<file path="config.mk">
export PLATFORM = sky130hd
export DESIGN_NAME = rgb_led_matrix_bitplane_scanner_top
export DESIGN_NICKNAME = d
export VERILOG_FILES = /design/src/hdl/rlbs_pkg.sv /design/src/hdl/rlbs_store.sv /design/src/hdl/rlbs_scan.sv /design/src/hdl/rgb_led_matrix_bitplane_scanner_top.sv
export SDC_FILE = /design/constraint.sdc
export NUM_CORES = 1
export LEC_CHECK = 0
export BUFFER_PORTS_ARGS = -buffer_cell sky130_fd_sc_hd__buf_2
export CORE_UTILIZATION = 65
export CTS_BUF_LIST = sky130_fd_sc_hd__clkbuf_4
export DETAILED_ROUTE_END_ITERATION = 7
export MAX_ROUTING_LAYER = met4
export PLACE_DENSITY = 0.79
export REMOVE_ABC_BUFFERS = 1
export SYNTH_ARGS = -nofsm -noshare
export SYNTH_HDL_FRONTEND = slang
export SYNTH_SLANG_ARGS = --single-unit
</file>
<file path="constraint.sdc">
create_clock -name clk_i -period 4.79 [get_ports clk_i]
set_input_delay 0.2395 -clock clk_i [delete_from_list [all_inputs] [get_ports clk_i]]
set_output_delay 0.2395 -clock clk_i [all_outputs]
set_load 0.005 [all_outputs]
</file>
<file path="src/hdl/rlbs_pkg.sv">
// ----------------------------------------------------------------------------
// Bit-plane scanner package
// Sizes, request types, byte decode masks and the channel level table.
// ----------------------------------------------------------------------------
package rlbs_pkg;

  localparam int ROW_COUNT    = 8;
  localparam int COLUMN_COUNT = 8;
  localparam int PLANE_COUNT  = 16;

  localparam int PIXEL_W      = 6;
  localparam int CHAN_W       = 2;
  localparam int LEVEL_W      = 4;
  localparam int PIXEL_ROWS   = 8;
  localparam int PIX_ROW_W    = $clog2(PIXEL_ROWS);
  localparam int PIX_COL_W    = $clog2(COLUMN_COUNT);
  localparam int POS_W        = PIX_ROW_W + PIX_COL_W;
  localparam int ROW_W        = (ROW_COUNT > 1) ? $clog2(ROW_COUNT) : 1;
  localparam int PLANE_W      = $clog2(PLANE_COUNT);
  localparam int ROW_DATA_W   = PIXEL_W * COLUMN_COUNT;

  localparam logic [7:0] RESTART_MASK = 8'b1000_0000;
  localparam logic [7:0] SHOW_MASK    = 8'b0100_0000;
  localparam logic [7:0] ALL_OFF      = 8'b1111_1111;

  localparam logic [LEVEL_W-1:0] LEVEL_MID  = 4'b0100;
  localparam logic [LEVEL_W-1:0] LEVEL_FULL = 4'b1111;

  typedef enum logic {
    OP_RX_BYTE   = 1'b0,
    OP_SCAN_TICK = 1'b1
  } op_e;

  typedef struct packed {
    logic       operation;
    logic [7:0] rx_byte;
  } in_req_t;

  typedef struct packed {
    logic [7:0] red_columns;
    logic [7:0] green_columns;
    logic [7:0] blue_columns;
    logic [7:0] row_select;
  } out_req_t;

  typedef struct packed {
    logic               restart;
    logic               show;
    logic               write;
    logic [PIXEL_W-1:0] pixel;
  } store_cmd_t;

  function automatic logic [LEVEL_W-1:0] level_of(input logic [CHAN_W-1:0] code);
    logic [LEVEL_W-1:0] lvl;
    case (code)
      2'd0:    lvl = '0;
      2'd1:    lvl = LEVEL_W'(1);
      2'd2:    lvl = LEVEL_MID;
      default: lvl = LEVEL_FULL;
    endcase
    return lvl;
  endfunction

endpackage

</file>
<file path="src/hdl/rlbs_store.sv">
// ----------------------------------------------------------------------------
// Pixel stores
// Written and shown frames held as rows of packed pixels, with write position.
// ----------------------------------------------------------------------------
module rlbs_store (
  input  logic                              clk_i,
  input  logic                              rst_ni,
  input  logic                              cmd_valid_i,
  input  rlbs_pkg::store_cmd_t              cmd_i,
  input  logic [rlbs_pkg::PIX_ROW_W-1:0]    rd_row_i,
  output logic [rlbs_pkg::ROW_DATA_W-1:0]   rd_data_o
);
  import rlbs_pkg::*;

  logic [ROW_DATA_W-1:0] written_q [PIXEL_ROWS];
  logic [ROW_DATA_W-1:0] written_d [PIXEL_ROWS];
  logic [ROW_DATA_W-1:0] shown_q   [PIXEL_ROWS];
  logic [ROW_DATA_W-1:0] shown_d   [PIXEL_ROWS];
  logic [POS_W-1:0]      pos_q, pos_d;
  logic [PIX_ROW_W-1:0]  wr_row;
  logic [PIX_COL_W-1:0]  wr_col;

  assign wr_row = pos_q[POS_W-1:PIX_COL_W];
  assign wr_col = pos_q[PIX_COL_W-1:0];

  always_comb begin
    written_d = written_q;
    shown_d   = shown_q;
    pos_d     = pos_q;
    if (cmd_valid_i) begin
      if (cmd_i.restart) begin
        pos_d = '0;
      end else if (cmd_i.show) begin
        shown_d = written_q;
      end else if (cmd_i.write) begin
        written_d[wr_row][wr_col*PIXEL_W +: PIXEL_W] = cmd_i.pixel;
        pos_d = pos_q + POS_W'(1);
      end
    end
  end

  always_ff @(posedge clk_i or negedge rst_ni) begin
    if (!rst_ni) begin
      for (int r = 0; r < PIXEL_ROWS; r++) begin
        written_q[r] <= '0;
        shown_q[r]   <= '0;
      end
      pos_q <= '0;
    end else begin
      written_q <= written_d;
      shown_q   <= shown_d;
      pos_q     <= pos_d;
    end
  end

  assign rd_data_o = shown_q[rd_row_i];

endmodule

</file>
<file path="src/hdl/rlbs_scan.sv">
// ----------------------------------------------------------------------------
// Scan sequencer
// Row and plane counters and the column compare for one scan tick.
// ----------------------------------------------------------------------------
module rlbs_scan (
  input  logic                             clk_i,
  input  logic                             rst_ni,
  input  logic                             advance_i,
  input  logic [rlbs_pkg::ROW_DATA_W-1:0]  row_data_i,
  output logic [rlbs_pkg::PIX_ROW_W-1:0]   rd_row_o,
  output rlbs_pkg::out_req_t               result_o
);
  import rlbs_pkg::*;

  logic [ROW_W-1:0]   row_q, row_d;
  logic [PLANE_W-1:0] plane_q, plane_d;
  logic               in_grid;
  logic [PIXEL_W-1:0] px;

  assign rd_row_o = PIX_ROW_W'(row_q);
  assign in_grid  = (ROW_COUNT <= PIXEL_ROWS) || (32'(row_q) < PIXEL_ROWS);

  always_comb begin
    row_d   = row_q;
    plane_d = plane_q;
    if (advance_i) begin
      if (32'(row_q) == ROW_COUNT - 1) begin
        row_d   = '0;
        plane_d = plane_q + PLANE_W'(1);
      end else begin
        row_d = row_q + ROW_W'(1);
      end
    end
  end

  always_ff @(posedge clk_i or negedge rst_ni) begin
    if (!rst_ni) begin
      row_q   <= '0;
      plane_q <= '0;
    end else begin
      row_q   <= row_d;
      plane_q <= plane_d;
    end
  end

  always_comb begin
    result_o.red_columns   = ALL_OFF;
    result_o.green_columns = ALL_OFF;
    result_o.blue_columns  = ALL_OFF;
    result_o.row_select    = '0;
    px                     = '0;
    if (in_grid) begin
      result_o.row_select = 8'(1) << PIX_ROW_W'(row_q);
      for (int c = 0; c < COLUMN_COUNT; c++) begin
        px = row_data_i[c*PIXEL_W +: PIXEL_W];
        if (level_of(px[5:4]) > plane_q) result_o.red_columns[COLUMN_COUNT-1-c] = 1'b0;
        if (level_of(px[3:2]) > plane_q) result_o.green_columns[c] = 1'b0;
        if (level_of(px[1:0]) > plane_q) result_o.blue_columns[c] = 1'b0;
      end
    end
  end

endmodule

</file>
<file path="src/hdl/rgb_led_matrix_bitplane_scanner_top.sv">
// A scan tick waits in the input register until the output slot is free; then its
// result is caught in the output register. Received bytes take no output slot.
// Throughput: one request per cycle while the output is not stalled.
// Reset clears both pixel stores, the write position and the scan counters at once.
// ----------------------------------------------------------------------------
// RGB LED matrix bit-plane scanner
// Input register, store update or column compute, then the result register.
// ----------------------------------------------------------------------------
module rgb_led_matrix_bitplane_scanner_top (
  input  logic                clk_i,
  input  logic                rst_ni,
  input  logic                in_valid_i,
  output logic                in_ready_o,
  input  rlbs_pkg::in_req_t   in_req_i,
  output logic                out_valid_o,
  input  logic                out_ready_i,
  output rlbs_pkg::out_req_t  out_req_o
);
  import rlbs_pkg::*;

  logic                  s1_valid_q, s1_valid_d;
  in_req_t               s1_req_q;
  logic                  out_valid_q, out_valid_d;
  out_req_t              out_req_q;
  logic                  slot_free;
  logic                  s1_is_tick;
  logic                  s1_fire;
  logic                  in_fire;
  store_cmd_t            cmd;
  logic [PIX_ROW_W-1:0]  rd_row;
  logic [ROW_DATA_W-1:0] row_data;
  out_req_t              result;

  assign s1_is_tick = (s1_req_q.operation == OP_SCAN_TICK);
  assign slot_free  = !out_valid_q || out_ready_i;
  assign s1_fire    = s1_valid_q && (!s1_is_tick || slot_free);
  assign in_ready_o = !s1_valid_q || s1_fire;
  assign in_fire    = in_valid_i && in_ready_o;

  assign cmd.restart = (s1_req_q.rx_byte & RESTART_MASK) != '0;
  assign cmd.show    = !cmd.restart && ((s1_req_q.rx_byte & SHOW_MASK) != '0);
  assign cmd.write   = !cmd.restart && !cmd.show;
  assign cmd.pixel   = s1_req_q.rx_byte[PIXEL_W-1:0];

  rlbs_store u_store (
    .clk_i       (clk_i),
    .rst_ni      (rst_ni),
    .cmd_valid_i (s1_fire && !s1_is_tick),
    .cmd_i       (cmd),
    .rd_row_i    (rd_row),
    .rd_data_o   (row_data)
  );

  rlbs_scan u_scan (
    .clk_i      (clk_i),
    .rst_ni     (rst_ni),
    .advance_i  (s1_fire && s1_is_tick),
    .row_data_i (row_data),
    .rd_row_o   (rd_row),
    .result_o   (result)
  );

  always_comb begin
    s1_valid_d = s1_valid_q;
    if (s1_fire) s1_valid_d = 1'b0;
    if (in_fire) s1_valid_d = 1'b1;
    out_valid_d = out_valid_q;
    if (out_ready_i) out_valid_d = 1'b0;
    if (s1_fire && s1_is_tick) out_valid_d = 1'b1;
  end

  always_ff @(posedge clk_i or negedge rst_ni) begin
    if (!rst_ni) begin
      s1_valid_q  <= 1'b0;
      out_valid_q <= 1'b0;
    end else begin
      s1_valid_q  <= s1_valid_d;
      out_valid_q <= out_valid_d;
    end
  end

  always_ff @(posedge clk_i) begin
    if (in_fire) s1_req_q <= in_req_i;
    if (s1_fire && s1_is_tick) out_req_q <= result;
  end

  assign out_valid_o = out_valid_q;
  assign out_req_o   = out_req_q;

endmodule

</file>
[After elaboration in Yosys (flattened, before gate mapping)]
Index checks and enable logic that the tools add are counted.
Widths: inputs -> output; s select.
Storage, ports and cells
  flip-flop bits (word level): 824
  bits of input ports: 13
  logic and storage cells: 224
  output and inout port bits: 34
Cells by class
  muxes and demuxes: 62
  multiply operators: 1
  reductions and logical operators: 46
  equality and inequality tests: 50
  bitwise logic cells: 4
  magnitude comparators: 27
  shift operators: 3
  add/subtract/negate cells: 4
Operator list (number)
  $bwmux 384: 1
  $pmux 4 s3: 24
  $bmux 48 s3: 1
  $demux 48 s3: 1
  $mux 48: 3
  $gt 4x4->1: 24
  $eq 2x1->1 const B: 24
  $eq 2x2->1 const B: 24
  $logic_not 2->1: 24
  $shift 6x34->48 const A: 1
  $shiftx 6x34->48: 1
  $neg 6->34: 1
  $mux 1: 28
  $mux 6: 3
  $ge 4x4->1 const B: 2
  $not 3->4: 2
  $shl 1x3->8 const A: 1
  $logic_and 1x1->1: 7
  $add 6x1->6 const B: 1
  $reduce_and 3->1: 2
  $reduce_bool 2->1: 3
  $logic_not 1->1: 5
  $mul 3x2->5 const B: 1
  $add 4x1->4 const B: 1
  other kinds (9): 12

[Logic depth before layout (Yosys ltp)]
Gate-level depths: netlist (run 1).
  word-level depth: 8
  mapped depth: 13
  depth with buffers taken out: 10

[Hierarchy]
Synthesis (run 1) repeated with hierarchy kept, for this count alone.
Unflattened totals
  cells, all modules: 2756
  area total of the unflattened synthesis: 37677.4 µm²
Modules (own cells, without submodules)
  rlbs_store: area an instance 33581.0 µm², cells an instance 2352, sequential area each 19368.6 µm², times used 1
  rlbs_scan: area an instance 2736.4 µm², cells an instance 350, sequential area each 175.2 µm², times used 1
  rgb_led_matrix_bitplane_scanner_top: area an instance 1360.1 µm², cells an instance 54, sequential area each 1281.2 µm², times used 1

[Worst setup path after synthesis (run 1)]
OpenSTA, ideal clock, no wires.
  path kind: flip-flop to flip-flop
  start point: reg u_store.pos_q[0]
  end point: reg u_store.written_q[20] (netlist name)
  setup slack: 0.814 ns
  cell stages (with the launch flop): 12
  path buffers: 3
  library setup time: 0.125 ns
  data arrival time: 3.851 ns
  period minus slack after synthesis: 3.976 ns
  required time: 4.665 ns
  path through: dfrtp_1 -> ha_1 -> fa_1 -> buf_2 -> xor2_2 -> nor2_1 -> ha_1 -> buf_2 -> buf_1 -> nand4_2 -> a211oi_1 -> mux2_2
On the way
  cells in the longest elaborated chain, start to end: 6
  elaborated cells between the ends (all ways): 7
  classes of those cells: add/sub (1); mul (1); shift (2); mux (3)
RTL lines
  start: declaration: RTL line rlbs_store.sv:19  | logic [POS_W-1:0] pos_q, pos_d;
  start signal: assignment: RTL line rlbs_store.sv:52  | pos_q <= pos_d;
  $mul 3x2->5 (*): RTL line rlbs_store.sv:36  | written_d[wr_row][wr_col*PIXEL_W +: PIXEL_W] = cmd_i.pixel;
  $neg 6->34 (*): RTL line rlbs_store.sv:36
  $shift 6x34->48: RTL line rlbs_store.sv:36
  $mux 48 (not written as such): RTL line rlbs_store.sv:36
  $demux 48 s3: RTL line rlbs_store.sv:36
  $bwmux 384 (*): RTL line rlbs_store.sv:36
  end signal: assignment: RTL line rlbs_store.sv:50  | written_q <= written_d;
  end: declaration: RTL line rlbs_store.sv:15  | logic [ROW_DATA_W-1:0] written_q [PIXEL_ROWS];
Every way passes the cells marked *; elsewhere a longest branch is shown, timed or not.
A chain may end at the register's enable or synchronous reset.

[Worst setup path in the final report (run 1)]
  start point: reg u_store.pos_q[1]
  end point: reg u_store.written_q[245] (netlist name)
Same word-level chain as after synthesis.

==> results of run 1 <==
[stage by stage]
step	util (%)	hold slack (ns)
floorplan	-	-0.05609
global placement	67.88	0.3821
detailed placement	67.88	0.3956
CTS	72.89	0.2925
global route	72.92	0.3654
finish	72.92	0.3829
[worst max-delay path by stage]
stage,endpoint
after global routing,u_store.written_q[277]
after detailed placement,u_store.written_q[277]
after global placement,u_store.written_q[277]
after CTS,u_store.written_q[289]
after floorplan,u_store.shown_q[0]
final,u_store.written_q[245]
[worst register-to-register path, stage by stage (launching register included)]
cell	delay, ns
dfrtp_1	0.45
ha_1	0.24
fa_1	0.53
xor2_2	0.50
nor2_1	0.14
ha_1	0.31
or4_4	0.55
nor4_4	0.37
nand3_2	0.45
a221oi_4	0.60
a2bb2oi_1	0.13
[where the power goes]
| part | total, uW | internal (uW) | switching [uW] |
|---|---|---|---|
| Combinational | 3440 | 1180 | 2260 |
| Clock | 5890 | 3080 | 2810 |
| Sequential | 7510 | 7170 | 346 |
[state kept, by name, indices dropped and copies added, names as in the netlist, 3 cells and up]
name / count
cmd: 7
out_req_o: 32
u_scan.plane_q: 4
u_scan.rd_row_o: 3
u_store.pos_q: 6
u_store.shown_q: 384
u_store.written_q: 384
[timing repair]
item                                   CTS  global route
endpoints found under the hold margin  422             0
buffers inserted                         0             0
hold buffers                            26             0
[routing by layer]
layer  GRT usage, %  vias to the layer above  share of wire [%]
met5              -                        -                  0
met4          11.56                        0                2.4
met3          5.012                      161                4.6
met2          50.01                      663                 50
met1          42.62                    12340                 43
li1               -                    10240                  -
[area by class of cell]
type                       count  area [um^2]  share of cell area (%)
timing repair buffer         133         1076                   2.558
inverter                      25        93.84                  0.2231
tap                          765        957.2                   2.275
clock inverter                60        351.6                  0.8357
clock buffer                 301         2260                   5.371
multi-input combinational   1615        16480                   39.17
sequential                   824        20840                   49.53
antenna                        6        15.01                 0.03569
[cells in the mapped netlist (all sizes together) (9+ instances only)]
library cell	n
dfrtp	783
mux2	724
ha	108
clkbuf	107
mux4	96
nand2	96
nor2	92
nor2b	49
buf	47
a21oi	44
o21ai	43
edfxtp	41
mux2i	37
nand2b	33
o22a	32
a211oi	31
a41o	25
inv	25
nand3	24
a2bb2oi	16
o2bb2ai	16
o211ai	12
nand4	11
o32ai	11
and2	10
xnor2	9
[cell families (layout without fill, tap and decap cells)]
| logic type | count (synthesis) | after routing |
|---|---|---|
| other | 0 | 6 |
| and+or+nand+nor | 355 | 355 |
| xor gates and xnor gates | 14 | 14 |
| AOI/OAI and AO/OA | 280 | 280 |
| DFF | 824 | 824 |
| muxes | 857 | 857 |
| adders and majority gates | 109 | 109 |
| buffers and inverters | 179 | 519 |
[placed cells by master, fill, tap and decap left out, types with 29 or more instances in the layout]
cell / n
edfxtp_1: 41
clkinv_1: 45
a211oi_1: 29
ha_1: 108
dfrtp_1: 779
clkbuf_4: 301
nand2b_1: 33
nor2_1: 89
o21ai_0: 38
o22a_1: 32
a21oi_1: 36
nor2b_1: 48
buf_2: 45
nand2_1: 96
buf_4: 53
mux4_2: 96
mux2_2: 702
mux2i_1: 37
==> impl_metrics.csv, run 1 <==
group,metric,value,unit
synth,avgSynthCellArea,14.51,um^2
critical_path,path_cells,"ha_1, fa_1, xor2_2, nor2_1, ha_1, or4_4, nor4_4, nand3_2, a221oi_4, a2bb2oi_1",
synth,synth_top_area_share,51.57,%
critical_path,reg2reg_to,"u_store.written_q[245]",
placement,post-place-ws,0.4994,ns
detailed_routing,first_pass_iters,5,
cells_and_area,stdcell_area,42070,um^2
sta,slew-limit-headroom,21.32,%
synth,syn_inst,2618,
critical_path,crit-reg2reg-launch,"u_store.pos_q[1]",
synth,synth_top_area_cell,"dfrtp_1",
critical_path,cp_num_buf_inv,0,
run,cap_violations,0,
global_routing,grt-ovfl-total,0,
synth,yosys.area_share.simple,4.910,%
clock_network,clk_pin_slew,0.08,ns
critical_path,setup.worst_path.start_class,"flop",
detailed_routing,viasPerCell,6.277,
sta,hold_viol,0,
global_routing,grt_pass1_wl,140500,um
floorplan,fp-row-count,88,
floorplan,die_w,243.8,um
placement,port_buffers,46,
critical_path,crit_slowest_cell,"a221oi_4",
critical_path,crit_fanout,14,
clock_network,clkSinkCount,824,
synth,synth_top_family_by_area,"multiplexers",
synth,ys_types,89,
detailed_routing,vias,23410,
critical_path,worst_ep_arrival_time,5.30,ns
synth,synth_top_flop_cell,"dfrtp_1",
synth,synth-edff-count,41,
floorplan,start_util,65.86,%
worst_hold_path,hp-start,"in_valid_i",
detailed_routing,wl_per_cell,23.68,um
sta,rsz0062_at_grt,"false",
clock_network,cts_tree,"done",
critical_path,path_depth,10,
detailed_routing,final_antenna_net_count,0,
critical_path,cp-startpoint,"u_store.pos_q[1]",
clock_network,clk_path_buf_depth,3,
floorplan,io_pins,47,
critical_path,rr_worst_depth,10,
placement,place.gp.congestion,0.9228,
clock_network,cts_made_buffers,204,
sta,min_period,4.402,ns
cells_and_area,nNetsFinal,2925,
cells_and_area,n_fill_cell,3733,
clock_network,clk_latency,1.08,ns
clock_network,ctsResizeCount,0,
critical_path,cpPeakStageDelay,0.60,ns
synth,synth_area_leaders,"dfrtp_1, mux2_2, mux4_2",
worst_hold_path,hold_end,"cmd[0]",
global_routing,grt_max_degree,143,
status,outcome,"finished clean",
placement,placed_area,39170,um^2
synth,async_flop_share,95.02,%
floorplan,die_h,243.8,um
clock_network,htree_levels,4,
synth,ys_warn_count,0,
synth,synth-xor-area-share,0.4314,%
global_routing,first_global_vias,25180,
pwr,p_leak,0.02002,uW
worst_hold_path,hold_depth,3,
sta,setup_slack,0.3884,ns
critical_path,critical_path_class,"reg -> reg",
critical_path,cp_top_family,"simple AND/OR/NAND/NOR gates",
synth,syn_area,38000,um^2
synth,synth_compound_area_share,6.131,%
sta,worst_pin_slew,1.180,ns
critical_path,cp_common_cell,"ha_1",
cells_and_area,fin_cells,3729,
pwr,p_per_area,400.3,nW/um^2
synth,synth_adder_area_share,3.609,%
placement,hpwl,54500,um
synth,ys_seq_area_share,54.81,%
global_routing,antenna_found_initial,3,
floorplan,core,57700,um^2
critical_path,worstPathRequired,5.69,ns
synth,yosys_register_bits,824,
detailed_routing,drc,0,
pwr,vdd_drop_max,0.5868,mV
sta,finalSetupViolCount,0,
pwr,p_total,16840,uW
sta,fmax,227.2,MHz
detailed_routing,drt_wl_total,88290,um
critical_path,crit_path_end_kind,"flop",
sta,fin_crit_sh,91.89,%
floorplan,die_area,59430,um^2
worst_hold_path,hp-class,"in -> reg",
sta,final.setup_skew,0.05353,ns
cells_and_area,drive_above_1_share,43.64,%
sta,slew_violations,0,
cells_and_area,area_growth,10.72,%
global_routing,grt_usage,31.91,%
synth,muxShareOfSynthArea,28.12,%
sta,fin_tns_setup,0,ns
detailed_routing,drt_iter0_drc,1750,
placement,dp.cells,3336,
clock_network,cts-root-buf,"clkbuf_4",
critical_path,regToRegSetupSlack,0.39,ns
Note: power is estimated with default switching activity, not from simulation.
==> run 2, diff against run 1 <==
Settings changed: CORE_ASPECT_RATIO from default to 1.1, SKIP_LAST_GASP from default to 1.
==> run 2 against run 1 <==
- register-to-register slack about the same
- clock-buffer cell count grew 2
- clock power is essentially flat
- sequential share of layout area down 0.17 points
- via count rose by 0.10%
- global-route usage up 0.45 points
- core utilization increased by 0.43 points
- largest cell class unchanged
- design area up 0.35%
- die area about the same
- fmax decreased by 0.33%
- worst setup slack worse by 0.015 ns
- critical path depth is 1 lower
==> impl_metrics.csv, run 2 (synthesis results as in run 1) <==
group,metric,value,unit
status,outcome,"finished clean",
detailed_routing,vias,23430,
placement,post-place-ws,0.4447,ns
clock_network,clk_pin_slew,0.07,ns
critical_path,crit_path_end_kind,"flop",
detailed_routing,viasPerCell,6.275,
clock_network,htree_levels,4,
pwr,vdd_drop_max,0.2660,mV
floorplan,io_pins,47,
cells_and_area,final_common_cell,"dfrtp_1",
cells_and_area,n_fill_cell,3753,
clock_network,cts-root-buf,"clkbuf_4",
critical_path,critical_path_class,"reg -> reg",
detailed_routing,drt_iter0_drc,1954,
placement,place.gp.congestion,0.8835,
sta,rsz0062_at_grt,"false",
critical_path,path_cells,"ha_1, fa_1, xor2_2, nor2_1, ha_1, or4_4, nor4_4, a21boi_0, mux2_2",
cells_and_area,nNetsFinal,2941,
floorplan,fp-row-count,92,
critical_path,crit_slowest_cell,"a21boi_0",
critical_path,worstPathRequired,5.75,ns
critical_path,cp_common_cell,"ha_1",
floorplan,core,57560,um^2
floorplan,die_h,255.6,um
detailed_routing,drt_wl_total,88950,um
global_routing,grt-ovfl-total,0,
detailed_routing,wl_per_cell,23.82,um
sta,slew-limit-headroom,20.79,%
cells_and_area,multi_input_area,16460,um^2
sta,slew_violations,0,
clock_network,post-cts-setup-buffer-count,0,
critical_path,crit_fanout,8,
clock_network,clk_path_buf_depth,3,
pwr,p_leak,0.02013,uW
critical_path,cp_top_family,"adder cells",
clock_network,cts_hold_buf,26,
sta,hold_viol,0,
cells_and_area,seqCellArea,20840,um^2
worst_hold_path,hp-class,"in -> async",
sta,fin_crit_sh,92.20,%
critical_path,cp_num_buf_inv,0,
sta,setup_slack,0.3736,ns
clock_network,cts_made_buffers,202,
run,cap_violations,0,
floorplan,start_util,66.02,%
global_routing,grt_usage,32.35,%
placement,port_buffers,46,
clock_network,clk_latency,1.05,ns
global_routing,first_global_vias,25370,
sta,final.setup_skew,0.05766,ns
sta,finalSetupViolCount,0,
critical_path,worst_ep_arrival_time,5.37,ns
global_routing,grt_pass1_wl,142000,um
global_routing,grt_max_degree,168,
critical_path,setup.worst_path.start_class,"flop",
clock_network,clkSinkCount,824,
sta,worst_pin_slew,1.178,ns
floorplan,die_w,232.5,um
floorplan,die_area,59430,um^2
clock_network,ctsResizeCount,0,
detailed_routing,first_pass_iters,6,
detailed_routing,drc,0,
placement,hpwl,55370,um
critical_path,cpPeakStageDelay,0.97,ns
sta,min_period,4.416,ns
sta,fmax,226.4,MHz
clock_network,cts_tree,"done",
cells_and_area,drive_above_1_share,44.05,%
cells_and_area,area_growth,11.11,%
detailed_routing,final_antenna_net_count,0,
cells_and_area,final_cell_mix,"dfrtp_1, mux2_2, clkbuf_4, ha_1",
global_routing,antenna_found_initial,1,
pwr,p_per_area,399.6,nW/um^2
sta,hold_ws,0.4373,ns
## run 2: changes by cell type in the layout (fill, tap and decap cells not counted)
cell and change:
clkbuf_4 +2, clkinv_1 +2, o21ai_2 +2, diode_2 -5, buf_4 +16, buf_12 +2
o21ai_4 -2, clkinvlp_4 +1, clkinv_2 +1, inv_1 -1
## run 2: through the flow
step           power (uW)  cells  setup TNS [ns]  util (%)  cell area (um^2)
4_1_cts             17000   3733               0     73.35             42220
3_3_place_gp        10920   3341               0     68.27             39300
3_5_place_dp        11050   3341               0     68.27             39300
6_report            16870   3734               0     73.35             42220
5_1_grt             17660   3734               0     73.35             42220
2_1_floorplan        9704   2464        -5283.69         -             37330
## run 2: metal layers
metal	global-route usage [%]	share of wire (%)	wire (um)	vias up
li1	-	-	-	10270
met1	42.42	42	36940	12310
met2	50.96	51	45020	693
met3	5.626	5.3	4679	150
met4	11.86	2.6	2307	0
met5	-	0	0	-
## run 2: layout make-up
class | count | area share, %
Antenna cell | 1 | 0.005927
Clock buffer | 303 | 5.388
Clock inverter | 63 | 0.8713
Inverter | 25 | 0.2223
Multi-Input combinational cell | 1615 | 39.00
Sequential cell | 824 | 49.36
Tap cell | 752 | 2.229
Timing Repair Buffer | 151 | 2.928
## run 2: worst paths after layout
check	start	to	slack, ns	cells after the start
min in group clk_i	in_req_i[4]	cmd[4]	0.44	3
max in group asynchronous	rst_ni	u_store.shown_q[201]	3.44	4
worst max register to register	u_store.pos_q[1]	u_store.written_q[0]	0.37	9
worst min register to register	u_store.written_q[309]	u_store.shown_q[309]	0.47	1
worst min-delay path	rst_ni	u_store.written_q[29]	0.44	4
worst max-delay path	u_store.pos_q[1]	u_store.written_q[0]	0.37	9
## run 2: worst register-to-register path, cell delays in order, from the launching register on
cell and delay (ns):
dfrtp_1 0.45, ha_1 0.24, fa_1 0.55, xor2_2 0.48, nor2_1 0.14, ha_1 0.31
or4_4 0.55, nor4_4 0.31, a21boi_0 0.97, mux2_2 0.33
## run 2: where the power goes
part           switching, uW  total (uW)  internal (uW)
Sequential               471        7630           7160
Combinational           2120        3320           1200
Clock                   2810        5920           3110
